[src/rtl/siphash_pkg.sv]
// siphash_pkg: shared types, constants and the SipRound function for the
// single-word SipHash block. No dependencies; used by every rtl file.
`default_nettype none

package siphash_pkg;

	localparam int WORD_W = 64;
	localparam int CFG_IDX_W = 8;
	localparam int CRND_W = 3;
	localparam int FRND_W = 4;

	localparam logic [WORD_W-1:0] SIP_INIT0 = 64'h736f6d6570736575;
	localparam logic [WORD_W-1:0] SIP_INIT1 = 64'h646f72616e646f6d;
	localparam logic [WORD_W-1:0] SIP_INIT2 = 64'h6c7967656e657261;
	localparam logic [WORD_W-1:0] SIP_INIT3 = 64'h7465646279746573;
	localparam logic [WORD_W-1:0] SIP_LEN_BLOCK = 64'h0800000000000000;
	localparam logic [WORD_W-1:0] SIP_FINAL_XOR = 64'h00000000000000ff;

	localparam logic [CRND_W-1:0] CRND_RESET = 3'd2;
	localparam logic [FRND_W-1:0] FRND_RESET = 4'd4;

	// configuration register indexes
	localparam logic [CFG_IDX_W-1:0] REG_KEY_LOW = 8'd0;
	localparam logic [CFG_IDX_W-1:0] REG_KEY_HIGH = 8'd1;
	localparam logic [CFG_IDX_W-1:0] REG_COMPRESS_ROUNDS = 8'd2;
	localparam logic [CFG_IDX_W-1:0] REG_FINAL_ROUNDS = 8'd3;

	typedef struct packed {
		logic [WORD_W-1:0] v0;
		logic [WORD_W-1:0] v1;
		logic [WORD_W-1:0] v2;
		logic [WORD_W-1:0] v3;
	} state_t;

	typedef struct packed {
		logic              valid;
		logic              eob;
		logic [WORD_W-1:0] msg;
		state_t            st;
	} pipe_t;

	typedef struct packed {
		logic [WORD_W-1:0] key_low;
		logic [WORD_W-1:0] key_high;
		logic [CRND_W-1:0] compress_rounds;
		logic [FRND_W-1:0] final_rounds;
	} cfg_t;

	function automatic logic [WORD_W-1:0] rotl13(input logic [WORD_W-1:0] x);
		rotl13 = {x[WORD_W-14:0], x[WORD_W-1:WORD_W-13]};
	endfunction

	function automatic logic [WORD_W-1:0] rotl16(input logic [WORD_W-1:0] x);
		rotl16 = {x[WORD_W-17:0], x[WORD_W-1:WORD_W-16]};
	endfunction

	function automatic logic [WORD_W-1:0] rotl17(input logic [WORD_W-1:0] x);
		rotl17 = {x[WORD_W-18:0], x[WORD_W-1:WORD_W-17]};
	endfunction

	function automatic logic [WORD_W-1:0] rotl21(input logic [WORD_W-1:0] x);
		rotl21 = {x[WORD_W-22:0], x[WORD_W-1:WORD_W-21]};
	endfunction

	function automatic logic [WORD_W-1:0] rotl32(input logic [WORD_W-1:0] x);
		rotl32 = {x[WORD_W-33:0], x[WORD_W-1:WORD_W-32]};
	endfunction

	// one SipRound, two adds deep
	function automatic state_t sip_round(input state_t s);
		logic [WORD_W-1:0] a1;
		logic [WORD_W-1:0] b1;
		logic [WORD_W-1:0] c1;
		logic [WORD_W-1:0] d1;
		logic [WORD_W-1:0] a2;
		logic [WORD_W-1:0] c2;
		state_t r;
		a1 = s.v0 + s.v1;
		b1 = rotl13(s.v1) ^ a1;
		c1 = s.v2 + s.v3;
		d1 = rotl16(s.v3) ^ c1;
		a2 = rotl32(a1) + d1;
		c2 = c1 + b1;
		r.v0 = a2;
		r.v3 = rotl21(d1) ^ a2;
		r.v1 = rotl17(b1) ^ c2;
		r.v2 = rotl32(c2);
		sip_round = r;
	endfunction

endpackage

`default_nettype wire

[src/rtl/siphash_cell.sv]
// siphash_cell: one registered SipRound slot of the round chain; applies the
// round when enabled, otherwise passes the state through. Depends on siphash_pkg.
`default_nettype none

module siphash_cell (
	input  wire logic               clk,
	input  wire logic               arst_n,
	input  wire logic               round_en,
	input  wire siphash_pkg::pipe_t in_item,
	output siphash_pkg::pipe_t      out_item
);

	logic                valid_s1;
	siphash_pkg::pipe_t  data_s1;
	siphash_pkg::state_t next_st;

	always_comb begin
		next_st = round_en ? siphash_pkg::sip_round(in_item.st) : in_item.st;
	end

	always_ff @(posedge clk or negedge arst_n) begin
		if (!arst_n) begin
			valid_s1 <= 1'b0;
		end else begin
			valid_s1 <= in_item.valid;
		end
	end

	always_ff @(posedge clk) begin
		data_s1.valid <= in_item.valid;
		data_s1.eob <= in_item.eob;
		data_s1.msg <= in_item.msg;
		data_s1.st <= next_st;
	end

	always_comb begin
		out_item = data_s1;
		out_item.valid = valid_s1;
	end

endmodule

`default_nettype wire

[config.mk]
export PLATFORM = sky130hd
export DESIGN_NAME = siphash_cell
export DESIGN_NICKNAME = d
export VERILOG_FILES = /design/src/rtl/siphash_pkg.sv /design/src/rtl/siphash_cell.sv
export SDC_FILE = /design/constraint.sdc
export NUM_CORES = 1
export LEC_CHECK = 0
export BUFFER_PORTS_ARGS = -buffer_cell sky130_fd_sc_hd__buf_2
export CAP_MARGIN = 5
export CORE_ASPECT_RATIO = 1.1
export CORE_MARGIN = 2
export CORE_UTILIZATION = 30
export CTS_CLUSTER_DIAMETER = 30
export DETAILED_ROUTE_END_ITERATION = 7
export PLACE_DENSITY_LB_ADDON = 0.25
export SLEW_MARGIN = 20
export SYNTH_ARGS = -nofsm -noshare
export SYNTH_HDL_FRONTEND = slang
export SYNTH_SLANG_ARGS = --single-unit
[constraint.sdc]
create_clock -name clk -period 1.5 [get_ports clk]
set_input_delay 0.45 -clock clk [delete_from_list [all_inputs] [get_ports clk]]
set_output_delay 0.45 -clock clk [all_outputs]
set_load 0.1 [all_outputs]
---- After elaboration in Yosys (flattened, before gate mapping) ----
Cells that the tools add are included.
word-level totals
  output and inout port bits .............. 322
  input bits .............................. 325
  logic and storage cells ................. 16
  register bits after elaboration ......... 322
cells by class
  multiplexer cells ....................... 1
  add/sub/neg operators ................... 4
  bitwise logic cells ..................... 4
operators with widths
  cell            count
  $add 64x64->64  4
  $mux 256        1
  $xor 64x64->64  4

---- Longest topological paths before layout ----
  word-level depth ........................ 5
  mapped depth ............................ 25
  gate-level depth less buffers ........... 25

---- Worst setup path before layout ----
OpenSTA, ideal clock, no wires.
  path type ............................... input to register
  start ................................... input port in_item[128] (netlist bit)
  end ..................................... register data_s1, in the netlist out_item[63]
  data required time ...................... 1367 ps
  setup slack ............................. -4181 ps
  library setup time ...................... 133 ps
  buffers on the path ..................... 1
  stages on the path ...................... 25
  arrival time ............................ 5548 ps
  path through ............................ ha_1 -> inv_1 -> fa_1 -> nand2b_1 -> a21o_1 -> a211o_1 -> a311oi_2 -> o31ai_1 -> nand2_2 -> a41oi_4 -> o311a_1 -> xnor2_1 -> ha_1 -> clkbuf_1 -> a21o_1 -> o21bai_1 -> a221o_1 -> a21oi_1 -> o21ai_0 -> a311oi_1 -> a211o_1 -> o221ai_1 -> a221oi_1 -> mux2i_1 -> o2111ai_1
RTL lines
  item                line                text
  start: declaration  siphash_cell.sv:9   input wire siphash_pkg::pipe_t in_item,
  end: declaration    siphash_cell.sv:14  siphash_pkg::pipe_t data_s1;

==> flow_summary.yaml <==
cts:
  cts_sinks: 322
  ctsRootBufferMaster: "clkbuf_16"
  h-tree-depth: 3
  cts_buffers: 82
  cts_tree: "yes"
  clock_path_buffers: 3
  clk_pin_slew_ns: 0.05
place:
  place_inst: 6677
  place_area_mm2: 0.0502
  pre_cts_slack_ns: -5.05
  portBuffers: 646
  gp_congestion: 1.09
  place_hpwl_um: 177000
outcome:
  status: "finished, violations left"
  violations: "negative setup slack"
power_and_ir_drop:
  p_leak_nw: 29.1
  ir_drop_mv: 2.09
  power.density_mw_per_mm2: 2750
synth:
  synth_seq_cells: 322
  synthTopCellsByArea: "dfxtp_1 (23%), ha_1 (11%), xor2_1 (8.2%), mux2_2 (8.2%), xnor2_1 (6.0%)"
  synthesis.area_mm2: 0.0278
  ys_seq_area_share_pct: 23.2
  synthCells: 3223
  yosysWarnings: 0
  yosysUniqueCellTypes: 100
  syn-num-nets: 3804
  ys.flop_type: "dfxtp_1"
  synth_most_common_cell: "dfxtp_1"
  yosys-top-cells-count: "dfxtp_1 (321), a21oi_1 (308), xor2_1 (262), ha_1 (252), nand2_1 (223)"
  avgSynthCellArea_um2: 8.64
  synth_edf_count: 0
  synth_top_area_share_pct: 23.1
  async_flop_share_pct: 0.311
  yosys.area.top_type: "dfxtp_1"
routing:
  drt-pass1-iter-count: 6
  routed_wl_um: 206000
  vias: 36800
  wire_per_inst_um: 29.2
  ant_nets: 0
  drt_iter0_markers: 2897
  drc: 0
  routed_via_density: 5.23
global_routing:
  met2_usage_pct: 67.0
  grt_use_total_pct: 41.5
  antenna_found_initial: 11
  grt_max_degree: 30
  first_global_vias: 36800
  grtUsageMet1_pct: 49.7
  gr-usage-met3_pct: 6.62
  grt_pass1_wl_um: 273000
  busiest_layer: "met2"
  grt-ovfl-total: 0
setup_path:
  worstSetupStartpointType: "input pin"
  critPathCaptureType: "flip-flop"
  crit_fanout: 3
  critPathKind: "in2reg"
  crit_required_ns: 2.04
  cp_data_arrival_time_ns: 5.82
cells_and_area:
  seq_area_mm2: 0.00645
  drive_gt1_share_pct: 60.4
  area_growth_pct: 117
  fillers: 7582
  multiInputGateArea_mm2: 0.0258
  fin_cells: 7039
  fin_nets: 6360
  final_area_mm2: 0.0605
timing:
  timing.final.crit_share_pct: 352
  setup_ws_ns: -3.78
  rsz0062_at_grt: "true"
  setup_violations: 577
  hold_violations: 0
  max_slew_margin_pct: 54.0
  worst_pin_slew_ns: 0.685
  min_period_ns: 5.28
  max_freq_mhz: 189
  holdWs_ns: 0.0424
  slew_violations: 0
floorplan:
  rows: 117
  io_pins: 647
  die_area_mm2: 0.0952
  die_y_um: 323
  die_x_um: 294
  core_area_mm2: 0.0922
  initial_core_util_pct: 30.2
hold_path:
  hold_class: "in2reg"
job:
  max-cap-violations: 0
sequential cells by signal, indices dropped and copies added (netlist names):
name      flops
out_item    321
valid_s1      1
final timing paths:
kind | start | to | slack [ns] | cells past startpoint
setup / recovery | in_item[192] | out_item[44] | -3.78 | 26
hold / removal | in_item[194] | out_item[194] | 0.04 | 2
max in group asynchronous | arst_n | valid_s1 | 1.20 | 2
min in group asynchronous | arst_n | valid_s1 | 0.18 | 2
cell usage in the layout (no fill, tap or decap), types with 26 or more instances in the layout:
cell type,instances
inv_1,91
a21oi_1,217
buf_4,1753
mux2_2,117
nor3_1,35
xnor2_1,110
xnor2_4,27
o21ai_2,32
nor2_1,139
o21bai_1,56
nand3_1,52
ha_4,46
o21a_1,26
a21oi_2,67
ha_1,201
buf_6,131
nand2_1,201
clkbuf_16,82
nand4_1,57
buf_12,303
buf_2,362
xor2_4,31
and3_1,28
dlygate4sd3_1,68
a21oi_4,26
dfxtp_1,321
o21ai_1,40
a21o_1,166
xor2_1,202
mux2_4,86
xor2_2,33
o21ai_0,80
xnor2_2,59
worst max-delay path: stages:
cell,delay [ns]
buf_8,0.08
ha_4,0.14
inv_2,0.04
fa_2,0.33
nand2b_4,0.15
a21o_1,0.21
a211o_4,0.38
buf_6,0.13
a311oi_4,0.25
buf_4,0.18
nor3_4,0.05
o21bai_1,0.18
xnor2_1,0.17
buf_4,0.21
ha_4,0.21
nor2b_4,0.12
o2111a_2,0.29
o21ai_4,0.22
a21oi_4,0.11
a221oi_4,0.38
a31oi_4,0.15
a311o_2,0.43
a221oi_4,0.33
xnor2_2,0.16
xor2_1,0.20
mux2_4,0.27
layer usage:
layer  wire length, um  part of all wire, %
met5                40                0.019
met4             18700                  9.1
met3             13900                  6.8
met2             91800                   45
met1             81300                   40
repair_timing:
| action | CTS | global route |
|---|---|---|
| setup endpoints to repair | 577 | 577 |
| setup buffers | 100 | 92 |
| hold buffers | 68 | 0 |
| pin swaps | 225 | 242 |
| resized for setup | 575 | 404 |
| endpoints found under the hold margin | 68 | 0 |
stage by stage:
step	util, %	total power, mW	TNS (ns)
after global placement	54.4	129	-1050.89
after detailed placement	54.4	129	-1048.82
after global routing	65.5	169	-890.50
after floorplan	-	67.0	-728.81
after CTS	62.8	158	-848.37
final	65.5	166	-858.47
layout make-up:
cell class / count / share of cell area, %
sequential: 322 / 10.7
tap: 1190 / 2.46
multi-input combinational: 2656 / 42.7
inverter: 96 / 0.600
antenna: 4 / 0.0166
clock buffer: 101 / 3.71
timing repair buffer: 2621 / 38.5
clock inverter: 49 / 1.36
where the power goes:
part           switching (mW)  internal, mW  leakage [nW]
Combinational            74.6          55.8          24.9
Sequential               3.40          12.4          2.72
Clock                    6.01          13.7          1.46
kinds of logic after synthesis:
group | share of synthesized area [%]
fa+ha+maj | 11.6
mux | 8.47
buf+inv | 3.39
compound gates | 22.9
simple gates | 12.6
xor+xnor | 17.8
flops | 23.2
No activity file was read; power rests on OpenSTA's default activity.
