`config.mk`:
```
export PLATFORM = sky130hd
export DESIGN_NAME = siphash_cfg
export DESIGN_NICKNAME = d
export VERILOG_FILES = /design/src/rtl/siphash_pkg.sv /design/src/rtl/siphash_cfg.sv
export SDC_FILE = /design/constraint.sdc
export NUM_CORES = 1
export LEC_CHECK = 0
export BUFFER_PORTS_ARGS = -buffer_cell sky130_fd_sc_hd__buf_4
export CAP_MARGIN = 0
export CORE_MARGIN = 4
export CORE_UTILIZATION = 47
export CTS_CLUSTER_DIAMETER = 100
export DETAILED_ROUTE_END_ITERATION = 8
export GPL_ROUTABILITY_DRIVEN = 0
export HOLD_SLACK_MARGIN = 0.03
export PLACE_DENSITY = 0.87
export SLEW_MARGIN = 20
export SYNTH_ARGS = -nofsm -noshare
export SYNTH_HDL_FRONTEND = slang
export SYNTH_SLANG_ARGS = --single-unit
```
`constraint.sdc`:
```
create_clock -name clk -period 1.05 [get_ports clk]
set_input_delay 0.0525 -clock clk [delete_from_list [all_inputs] [get_ports clk]]
set_output_delay 0.0525 -clock clk [all_outputs]
set_load 0.01 [all_outputs]
```
`src/rtl/siphash_pkg.sv`:
```
// siphash_pkg: shared types, constants and the SipRound function for the
// single-word SipHash block. No dependencies; used by every rtl file.
`default_nettype none

package siphash_pkg;

	localparam int WORD_W = 64;
	localparam int CFG_IDX_W = 8;
	localparam int CRND_W = 3;
	localparam int FRND_W = 4;

	localparam logic [WORD_W-1:0] SIP_INIT0 = 64'h736f6d6570736575;
	localparam logic [WORD_W-1:0] SIP_INIT1 = 64'h646f72616e646f6d;
	localparam logic [WORD_W-1:0] SIP_INIT2 = 64'h6c7967656e657261;
	localparam logic [WORD_W-1:0] SIP_INIT3 = 64'h7465646279746573;
	localparam logic [WORD_W-1:0] SIP_LEN_BLOCK = 64'h0800000000000000;
	localparam logic [WORD_W-1:0] SIP_FINAL_XOR = 64'h00000000000000ff;

	localparam logic [CRND_W-1:0] CRND_RESET = 3'd2;
	localparam logic [FRND_W-1:0] FRND_RESET = 4'd4;

	// configuration register indexes
	localparam logic [CFG_IDX_W-1:0] REG_KEY_LOW = 8'd0;
	localparam logic [CFG_IDX_W-1:0] REG_KEY_HIGH = 8'd1;
	localparam logic [CFG_IDX_W-1:0] REG_COMPRESS_ROUNDS = 8'd2;
	localparam logic [CFG_IDX_W-1:0] REG_FINAL_ROUNDS = 8'd3;

	typedef struct packed {
		logic [WORD_W-1:0] v0;
		logic [WORD_W-1:0] v1;
		logic [WORD_W-1:0] v2;
		logic [WORD_W-1:0] v3;
	} state_t;

	typedef struct packed {
		logic              valid;
		logic              eob;
		logic [WORD_W-1:0] msg;
		state_t            st;
	} pipe_t;

	typedef struct packed {
		logic [WORD_W-1:0] key_low;
		logic [WORD_W-1:0] key_high;
		logic [CRND_W-1:0] compress_rounds;
		logic [FRND_W-1:0] final_rounds;
	} cfg_t;

	function automatic logic [WORD_W-1:0] rotl13(input logic [WORD_W-1:0] x);
		rotl13 = {x[WORD_W-14:0], x[WORD_W-1:WORD_W-13]};
	endfunction

	function automatic logic [WORD_W-1:0] rotl16(input logic [WORD_W-1:0] x);
		rotl16 = {x[WORD_W-17:0], x[WORD_W-1:WORD_W-16]};
	endfunction

	function automatic logic [WORD_W-1:0] rotl17(input logic [WORD_W-1:0] x);
		rotl17 = {x[WORD_W-18:0], x[WORD_W-1:WORD_W-17]};
	endfunction

	function automatic logic [WORD_W-1:0] rotl21(input logic [WORD_W-1:0] x);
		rotl21 = {x[WORD_W-22:0], x[WORD_W-1:WORD_W-21]};
	endfunction

	function automatic logic [WORD_W-1:0] rotl32(input logic [WORD_W-1:0] x);
		rotl32 = {x[WORD_W-33:0], x[WORD_W-1:WORD_W-32]};
	endfunction

	// one SipRound, two adds deep
	function automatic state_t sip_round(input state_t s);
		logic [WORD_W-1:0] a1;
		logic [WORD_W-1:0] b1;
		logic [WORD_W-1:0] c1;
		logic [WORD_W-1:0] d1;
		logic [WORD_W-1:0] a2;
		logic [WORD_W-1:0] c2;
		state_t r;
		a1 = s.v0 + s.v1;
		b1 = rotl13(s.v1) ^ a1;
		c1 = s.v2 + s.v3;
		d1 = rotl16(s.v3) ^ c1;
		a2 = rotl32(a1) + d1;
		c2 = c1 + b1;
		r.v0 = a2;
		r.v3 = rotl21(d1) ^ a2;
		r.v1 = rotl17(b1) ^ c2;
		r.v2 = rotl32(c2);
		sip_round = r;
	endfunction

endpackage

`default_nettype wire

```
`src/rtl/siphash_cfg.sv`:
```
// siphash_cfg: configuration register file (key halves and round counts).
// Depends on siphash_pkg.
`default_nettype none

module siphash_cfg (
	input  wire logic                                clk,
	input  wire logic                                arst_n,
	input  wire logic                                wr_en,
	input  wire logic [siphash_pkg::CFG_IDX_W-1:0]   wr_index,
	input  wire logic [siphash_pkg::WORD_W-1:0]      wr_data,
	output siphash_pkg::cfg_t                        cfg
);

	siphash_pkg::cfg_t cfg_q;

	always_ff @(posedge clk or negedge arst_n) begin
		if (!arst_n) begin
			cfg_q.key_low <= '0;
			cfg_q.key_high <= '0;
			cfg_q.compress_rounds <= siphash_pkg::CRND_RESET;
			cfg_q.final_rounds <= siphash_pkg::FRND_RESET;
		end else if (wr_en) begin
			case (wr_index)
				siphash_pkg::REG_KEY_LOW: begin
					cfg_q.key_low <= wr_data;
				end
				siphash_pkg::REG_KEY_HIGH: begin
					cfg_q.key_high <= wr_data;
				end
				siphash_pkg::REG_COMPRESS_ROUNDS: begin
					cfg_q.compress_rounds <= wr_data[siphash_pkg::CRND_W-1:0];
				end
				siphash_pkg::REG_FINAL_ROUNDS: begin
					cfg_q.final_rounds <= wr_data[siphash_pkg::FRND_W-1:0];
				end
				default: begin
					// unknown index, write dropped
				end
			endcase
		end
	end

	assign cfg = cfg_q;

endmodule

`default_nettype wire

```
# Word level (Yosys, flattened, before mapping)
# Cells that the tools add are included.
[op_classes]
shift = 0
muxes = 0
n_bitwise = 0
n_addsub = 0
eq_ne = 3
order_cmp = 0
mul = 0
reduce_logical = 5
n_div = 0
[op_table]
columns = ["op", "n"]
rows = [
  ["8-bit by 2-bit equality test with 1-bit output (second input constant)", 2],
  ["8-bit by 1-bit equality test with 1-bit output (second input constant)", 1],
  ["8-bit zero test", 1],
  ["2-bit AND reduction", 4],
]
[totals]
rom_bits = 0
out_inout_bits = 135
memories = 0
regBits = 135
latchBits = 0
ramBits = 0

# Logic depth before layout (Yosys ltp)
# Gate-level depths: netlist of the first run.
[depth]
ltp_word = 2
ltp_mapped = 5
mapped_depth_nobuf = 3

# Worst setup path before layout of the first run
# OpenSTA, ideal clock, no wires.
[synth_timing]
kind = "input port to flip-flop"
start = "input port wr_index[6] in the netlist's numbering"
end = "register cfg_q (netlist bit cfg[100])"
required_ns = 0.925
arrival_ns = 1.216
path_stages = 5
slack_ns = -0.291
setup_ns = 0.125
path_cell_list = "nor4b_4 > and4bb_1 > buf_6 > buf_12 > mux2_4"
[synth_via]
elab_chain_cells = 2
[synth_lines]
columns = ["item", "line", "text"]
rows = [
  ["start: declaration", "siphash_cfg.sv:9", "input wire logic [siphash_pkg::CFG_IDX_W-1:0] wr_index,"],
  ["8-bit zero test", "siphash_cfg.sv:23", "case (wr_index)"],
  ["2-bit AND reduction (no line)", "--", ""],
  ["end: declaration", "siphash_cfg.sv:14", "siphash_pkg::cfg_t cfg_q;"],
]
# Every way passes these cells.
# A chain may end at the register's enable or synchronous reset.

# Final worst setup path of the first run
[layout_timing]
start = "input port wr_index[3] in the netlist's numbering"
end = "register cfg_q (netlist bit cfg[16])"
[layout_via]
elab_chain_cells = 2
[layout_lines]
columns = ["item", "line"]
rows = [
  ["8-bit by 1-bit equality test with 1-bit output", "siphash_cfg.sv:23"],
  ["2-bit AND reduction (no line)", "--"],
]
# Every way passes these cells.

==> reports/metrics.cfg, run 1 <==
[critical_path]
path_cells=buf_6 > nor4b_4 > buf_4 > nand4b_1 > buf_6 > clkbuf_16 > mux2_4
worst_path_max_delay_cell=mux2_4
start_kind=input port
crit_path_max_fanout=8
crit_path_end_kind=register
cp_slowest_stage_delay_ps=310
path_class=input port to register
crit_top_cell=buf_6
worstPathRequired_ps=1340
cp.arrival_ps=1450

[route]
initialDrtViolationCount=260
postRouteAntennaNets=0
drt-pass1-iter-count=4
vias_per_cell=5.07
wl_per_cell_um=21.9
drc_errors=0
num_vias=3871
wl_um=16700

[global_route]
antenna_found_initial=0
grt_max_degree=33
grt_first_pass_wirelength_um=25200
grt_remaining_overflow=0
track_usage=0.235
grt_pass1_vias=4263

[floorplan]
start_util=0.487
fp.dieW_um=117
pin_count=210
coreArea_um2=11600
rows=39
die_area_um2=13800
die_height_um=117

[power_and_ir_drop]
seqPwrFrac=0.442
p_per_area_nw_per_um2=1420
intPower_mw=9.92
switchingPower_mw=2.85
report.power.total_mw=12.8
pwr-share-clk=0.432
irDropWorstVdd_mv=0.939
power.leakage_nw=4.86
p_sw_frac=0.223
p_comb_frac=0.126

[timing]
worstMarginPinSlew_ps=366
fin_crit_sh=1.10
setup_tns_ps=-5860
whs_ps=98.3
final.setup_skew_ps=0
fin_crit_ps=1150
setup_viol=121
hold_viol_final=0
layout_setup_ws_ps=-105
rsz0062_at_grt=true
drv_slew=0
maxSlewHeadroom=0.756
max_freq_mhz=866

[synth]
ys_warn_count=0
synth.cell_area_um2=5630
avgSynthCellArea_um2=19.4
ys_ff_latch=135
synth_top_family_by_area=multiplexers
synth-compound-area-share=0
synth_fa_ha_area_frac=0
synth_area_leaders=dfrtp_1 (59%), mux2_4 (32%), mux2_2 (3.0%), buf_12 (2.1%), buf_6 (1.4%)
yosysSeqAreaShare=0.601
synthXorXnorAreaFrac=0
yosysTopAreaCell=dfrtp_1
synth-simple-area-share=0.0124
synth_top_cell_area_share=0.591
synth_cell_types=12
muxShareOfSynthArea=0.350
synthCells=290
syn_nets=365

[cts]
clock-sinks=135
clock_tree.root_cell=clkbuf_16
clock_path_buffers=2
clk_pin_slew_ps=50
cts_made_buffers=17
clkLatencyLatePin_ps=410
h-tree-depth=4
cts_tree=built

[hold_path]
hp-class=input port to async pin

[cells_and_area]
diodes=0
area_growth_pct=60.1
final_area_um2=9010
nNetsFinal=683
largest_reg_flops=135
layout-drive-gt1-share=0.663

[status]
violations=setup timing
status=finished with violations

[place]
placed_cell_area_um2=7380
hpwl_um=9520
place.port_buffers=209

[job]
cap_violations=0

[kinds of logic (layout without fill, tap and decap cells)]
group / Yosys count / count (layout)
mux: 135 / 135
flops: 135 / 135
buf+inv: 14 / 345
simple gates: 6 / 6
[cell type report]
cell class	count	area, um^2
flip-flops and latches	135	3380
multi-input cells	141	2060
well taps	143	179
clock buffers	28	497
fillers	617	2560
clock inverters	4	45.0
repair buffers	313	2850
[layout by cell type (no fill, tap or decap)]
| cell | instances |
|---|---|
| clkinv_2 | 3 |
| nor3_2 | 1 |
| dfrtp_1 | 133 |
| mux2_2 | 11 |
| clkbuf_1 | 8 |
| nand4_1 | 1 |
| nand4b_1 | 2 |
| and4bb_4 | 1 |
| mux2_4 | 124 |
| buf_6 | 12 |
| clkbuf_16 | 20 |
| clkbuf_8 | 3 |
| buf_4 | 215 |
| buf_8 | 5 |
| bufinv_16 | 1 |
| dfstp_2 | 2 |
| buf_16 | 5 |
| buf_12 | 8 |
| dlygate4sd3_1 | 65 |
| nor4b_4 | 1 |
[layer usage]
| metal | routed length [um] | GRT usage | up-vias |
|---|---|---|---|
| li1 | - | - | 1672 |
| met1 | 6550 | 0.276 | 2017 |
| met2 | 8890 | 0.409 | 152 |
| met3 | 940 | 0.0698 | 30 |
| met4 | 363 | 0.0836 | 0 |
| met5 | 0 | 0 | - |
[metrics by stage]
stage,setup WS [ps],utilization,instances
floorplan,-291,-,290
global placement,-495,0.638,646
detailed placement,-522,0.638,646
CTS,-70.9,0.760,751
global route,-161,0.779,764
finish,-105,0.779,764
[path summary, 6_finish.rpt]
kind,start,end,slack [ps],depth (start not counted)
worst min-delay path,arst_n,cfg[95],100,2
max in group asynchronous,arst_n,cfg[81],400,3
worst max-delay path,wr_index[3],cfg[16],-100,7
worst max register to register,cfg[126],cfg[126],110,2
worst min register to register,cfg[19],cfg[19],510,1
min in group clk,wr_index[0],cfg[6],130,3
[synthesized netlist by cell type]
library cell,instances
and4bb_1,1
nand4_1,1
mux2_4,120
nand4b_1,2
mux2_2,15
buf_4,1
buf_12,6
dfstp_2,2
dfrtp_1,133
nor3_2,1
nor4b_4,1
buf_6,7
[timing repair]
action / 4_1_cts / 5_1_grt
buffers inserted: 4 / 9
resized for setup: 20 / 16
hold endpoints to repair: 268 / 0
cloned: 4 / 4
pin swaps: 2 / 3
endpoints found under the setup margin: 127 / 144
hold buffers: 65 / 0
[critical path, delay by kind of cell]
kind                   cells  cell delay [ps]
AND/OR/NAND/NOR            2              420
multiplexers               1              310
buffers and inverters      4              650
[power groups by stage]
stage / Combinational [mW] / Sequential, mW / Clock, mW
floorplan: 0.363 / 5.79 / 0
global placement: 1.31 / 5.69 / 0
detailed placement: 1.35 / 5.71 / 0
CTS: 1.57 / 5.63 / 5.57
global route: 1.72 / 5.66 / 5.83
finish: 1.61 / 5.64 / 5.52
Power figures use the tool's default switching activity.
==> inputs of run 2 (changes only) <==
--- a/config.mk
+++ b/config.mk
@@ -5,15 +5,15 @@
 export SDC_FILE = /design/constraint.sdc
 export NUM_CORES = 1
 export LEC_CHECK = 0
-export BUFFER_PORTS_ARGS = -buffer_cell sky130_fd_sc_hd__buf_4
 export CAP_MARGIN = 0
 export CORE_MARGIN = 4
 export CORE_UTILIZATION = 47
 export CTS_CLUSTER_DIAMETER = 100
 export DETAILED_ROUTE_END_ITERATION = 8
+export DONT_BUFFER_PORTS = 1
 export GPL_ROUTABILITY_DRIVEN = 0
 export HOLD_SLACK_MARGIN = 0.03
-export PLACE_DENSITY = 0.87
+export PLACE_DENSITY = 0.72
 export SLEW_MARGIN = 20
 export SYNTH_ARGS = -nofsm -noshare
 export SYNTH_HDL_FRONTEND = slang
==> constraint.sdc (replaced) <==
create_clock -name clk -period 1.05 [get_ports clk]
set_input_delay 0.0525 -clock clk [delete_from_list [all_inputs] [get_ports clk]]
set_output_delay 0.0525 -clock clk [all_outputs]
set_load 0.005 [all_outputs]
==> reports/metrics.cfg, run 2 (synthesis gave the netlist of run 1 again) <==
[global_route]
grt_max_degree=136
antenna_found_initial=0
grt_first_pass_wirelength_um=19000
grt_remaining_overflow=0
grt_pass1_vias=3137
track_usage=0.178

[cells_and_area]
final_common_cell=dfrtp_1
post-route-util=0.609
stdcell_count=527
nNetsFinal=446
layout-drive-gt1-share=0.466
diodes=0
fillerInstances=831
area_growth_pct=25.2
final_cell_mix=dfrtp_1 (133), mux2_4 (120), dlygate4sd3_1 (66)
largest_reg_flops=135
final_area_um2=7050

[timing]
final.setup_skew_ps=0
layout_setup_ws_ps=38.3
whs_ps=-665
worstMarginPinSlew_ps=249
rsz0062_at_grt=false
maxSlewHeadroom=0.834
fin_crit_ps=1010
max_freq_mhz=988
hold_viol_final=135
fin_crit_sh=0.964
setup_viol=0
drv_slew=0

[critical_path]
ff2ff_path_depth=1
path_class=input port to register
cp_num_buf_inv=1
path_cells=nor4b_4 > and4bb_4 > buf_12 > mux2_2
path_depth=4
cp_slowest_stage_delay_ps=370
worst_path_max_delay_cell=and4bb_4
crit_path_max_fanout=23
worstPathRequired_ps=1340
cp.arrival_ps=1300
crit_family=simple AND/OR/NAND/NOR gates
crit_path_end_kind=register
start_kind=input port

[cts]
cts_made_buffers=17
hold_buffers=66
clock_tree.root_cell=clkbuf_16
cts_tree=built
clkLatencyLatePin_ps=410
clk_pin_slew_ps=60
clock_path_buffers=2
h-tree-depth=4
clock-sinks=135

[route]
drc_errors=0
initialDrtViolationCount=160
num_vias=2772
wl_um=12000
vias_per_cell=5.26
wl_per_cell_um=22.8
drt-pass1-iter-count=4
postRouteAntennaNets=0

[floorplan]
die_area_um2=13800
start_util=0.487
pin_count=210
rows=39
coreArea_um2=11600
fp.dieW_um=117
die_height_um=117

[place]
pre_cts_ws_ps=-469
place_inst=427
hpwl_um=7560
placed_cell_area_um2=5710
place.port_buffers=0

[power_and_ir_drop]
power.leakage_nw=3.58
p_per_area_nw_per_um2=1800
irDropWorstVdd_mv=1.14

[status]
status=finished with violations
violations=hold timing

[hold_path]
hp-class=input port to async pin

[job]
cap_violations=0

## run 2: what timing repair did
| action | CTS | global route |
|---|---|---|
| pin swaps | 0 | 1 |
| gates cloned | 0 | 1 |
| gates resized for setup | 1 | 4 |
| endpoints found under the hold margin | 270 | 135 |
| endpoints found under the setup margin | 27 | 21 |
| buffers inserted | 0 | 1 |
## run 2: final timing paths
path / start / endpoint / slack (ps)
max reg2reg: cfg[120] / cfg[120] / 240
min reg2reg: cfg[1] / cfg[1] / 540
min in group clk: wr_index[7] / cfg[5] / 160
max in group asynchronous: arst_n / cfg[2] / 1520
max: wr_index[6] / cfg[127] / 40
min: arst_n / cfg[58] / -670
## run 2: cell type report
class | count | area (um^2) | share of cell area
clock inverters | 8 | 143 | 0.0202
well taps | 143 | 179 | 0.0254
flip-flops and latches | 135 | 3380 | 0.480
multi-input cells | 141 | 2040 | 0.290
repair buffers | 76 | 807 | 0.115
clock buffers | 24 | 492 | 0.0698
## run 2: through the flow
| step | total power, mW | hold slack (ps) | TNS [ps] |
|---|---|---|---|
| floorplan | 6.06 | -243 | -28640 |
| global placement | 6.15 | -240 | -42930 |
| detailed placement | 6.17 | -241 | -45270 |
| CTS | 12.8 | -687 | 0 |
| global route | 13.2 | -698 | 0 |
| finish | 12.7 | -665 | 0 |
## run 2: power by group
part / leakage (nW) / total [mW] / internal, mW / switching, mW
clock: 0.310 / 6.33 / 4.22 / 2.12
sequential: 1.85 / 5.69 / 5.46 / 0.231
combinational: 1.41 / 0.643 / 0.486 / 0.157
total: 3.58 / 12.7 / 10.2 / 2.50
## run 2: per-layer routing
layer  share of wire  up-vias  global-route usage
met5               0        -                   0
met4           0.018        0              0.0726
met3           0.077       17              0.0804
met2            0.51      118               0.286
met1            0.40     1439               0.207
li1                -     1198                   -
==> inputs of run 3 (changes only) <==
--- a/config.mk
+++ b/config.mk
@@ -6,6 +6,7 @@
 export NUM_CORES = 1
 export LEC_CHECK = 0
 export CAP_MARGIN = 0
+export CORE_ASPECT_RATIO = 1.2
 export CORE_MARGIN = 4
 export CORE_UTILIZATION = 47
 export CTS_CLUSTER_DIAMETER = 100
==> reports/metrics.cfg, run 3 (synthesis gave the netlist of run 1 again) <==
[cts]
clock_path_buffers=2
hold_buffers=66
cts_made_buffers=17
clock-sinks=135
cts_tree=built
clk_pin_slew_ps=60
h-tree-depth=4
clkLatencyLatePin_ps=400
clock_tree.root_cell=clkbuf_16

[critical_path]
crit_family=buffers and inverters
path_class=input port to register
cp-startpoint=wr_index[6]
crit_path_end_kind=register
cp_num_buf_inv=3
worst_path_max_delay_cell=mux2_4
start_kind=input port
crit_top_cell=buf_4
path_cells=nor4b_4 > buf_4 > nand4b_1 > buf_4 > clkbuf_16 > mux2_4
r2r-start=cfg[124]
crit_path_max_fanout=18
cp_slowest_stage_delay_ps=320
worstPathRequired_ps=1330
cp.arrival_ps=1310

[timing]
max_freq_mhz=975
fin_crit_sh=0.976
drv_slew=0
rsz0062_at_grt=false
hold_viol_final=135
worstMarginPinSlew_ps=264
final.setup_skew_ps=0
setup_viol=0
fin_crit_ps=1030
setup_tns_ps=0
maxSlewHeadroom=0.824
whs_ps=-664

[power_and_ir_drop]
p_sw_frac=0.203
switchingPower_mw=2.60
seqPwrFrac=0.445
pwr-share-clk=0.505
power.leakage_nw=3.58
p_comb_frac=0.051
intPower_mw=10.2
irDropWorstVdd_mv=0.862
report.power.total_mw=12.8
p_per_area_nw_per_um2=1810

[floorplan]
pin_count=210
start_util=0.484
coreArea_um2=11600
die_height_um=128
die_area_um2=13800
rows=43
fp.dieW_um=108

[job]
cap_violations=0

[route]
initialDrtViolationCount=75
num_vias=2815
vias_per_cell=5.21
drc_errors=0
drt-pass1-iter-count=4
wl_um=12100
wl_per_cell_um=22.5
postRouteAntennaNets=0

[cells_and_area]
nNetsFinal=446
area_growth_pct=25.5
layout-drive-gt1-share=0.473
diodes=0
final_cell_mix=dfrtp_1 (133), mux2_4 (121), dlygate4sd3_1 (66)
final_common_cell=dfrtp_1
largest_reg_flops=135

[global_route]
grt_remaining_overflow=0
track_usage=0.174
grt_pass1_vias=3211
grt_first_pass_wirelength_um=18400
antenna_found_initial=0
grt_max_degree=136

[status]
violations=hold timing
status=finished with violations

[place]
place.port_buffers=0
hpwl_um=8010

[hold_path]
hp-class=input port to async pin

-- run 3: cell count changes in the layout (fill, tap and decap cells not counted), sizes merged --
cell / previous run / this run
bufinv: 4 / 5
clkinv: 3 / 7
clkbuf: 25 / 19
-- run 3: timing repair --
item,CTS,global route
gates resized for setup,0,2
setup endpoints to repair,0,55
endpoints found under the hold margin,270,135
setup buffers,0,1
-- run 3: per-stage QoR --
stage | worst slack (ps) | util | cells | area [um^2]
finish | 24.7 | 0.608 | 540 | 7060
global route | 5.07 | 0.608 | 540 | 7060
detailed placement | -427 | 0.493 | 441 | 5730
CTS | 5.87 | 0.605 | 538 | 7040
floorplan | -291 | - | 290 | 5650
global placement | -386 | 0.493 | 441 | 5730
-- run 3: final timing paths --
| kind | endpoint | cells past startpoint | slack, ps |
|---|---|---|---|
| min | cfg[22] | 0 | -660 |
| min reg2reg | cfg[128] | 1 | 540 |
| max | cfg[33] | 6 | 20 |
| max in group asynchronous | cfg[2] | 0 | 1480 |
| min in group clk | cfg[0] | 2 | 50 |
| max reg2reg | cfg[124] | 1 | 220 |
-- run 3: per-layer routing --
layer,global-route usage,vias up,share of wire
li1,-,1189,-
met1,0.194,1480,0.38
met2,0.294,119,0.52
met3,0.0630,27,0.070
met4,0.0810,0,0.027
met5,0,-,0
-- run 3: cell type report --
class	instances	area, um^2
Timing Repair Buffer	76	795
Tap cell	157	196
Clock buffer	18	439
Clock inverter	13	204
Multi-Input combinational cell	141	2050
Fill cell	881	4560
Sequential cell	135	3380
-- run 3: power by group through the flow --
stage	Sequential [mW]	Combinational [mW]	Clock, mW
final	5.69	0.646	6.46
after floorplan	5.69	0.364	0
after global routing	5.72	0.684	6.80
after CTS	5.70	0.645	6.57
after global placement	5.78	0.376	0
after detailed placement	5.79	0.396	0
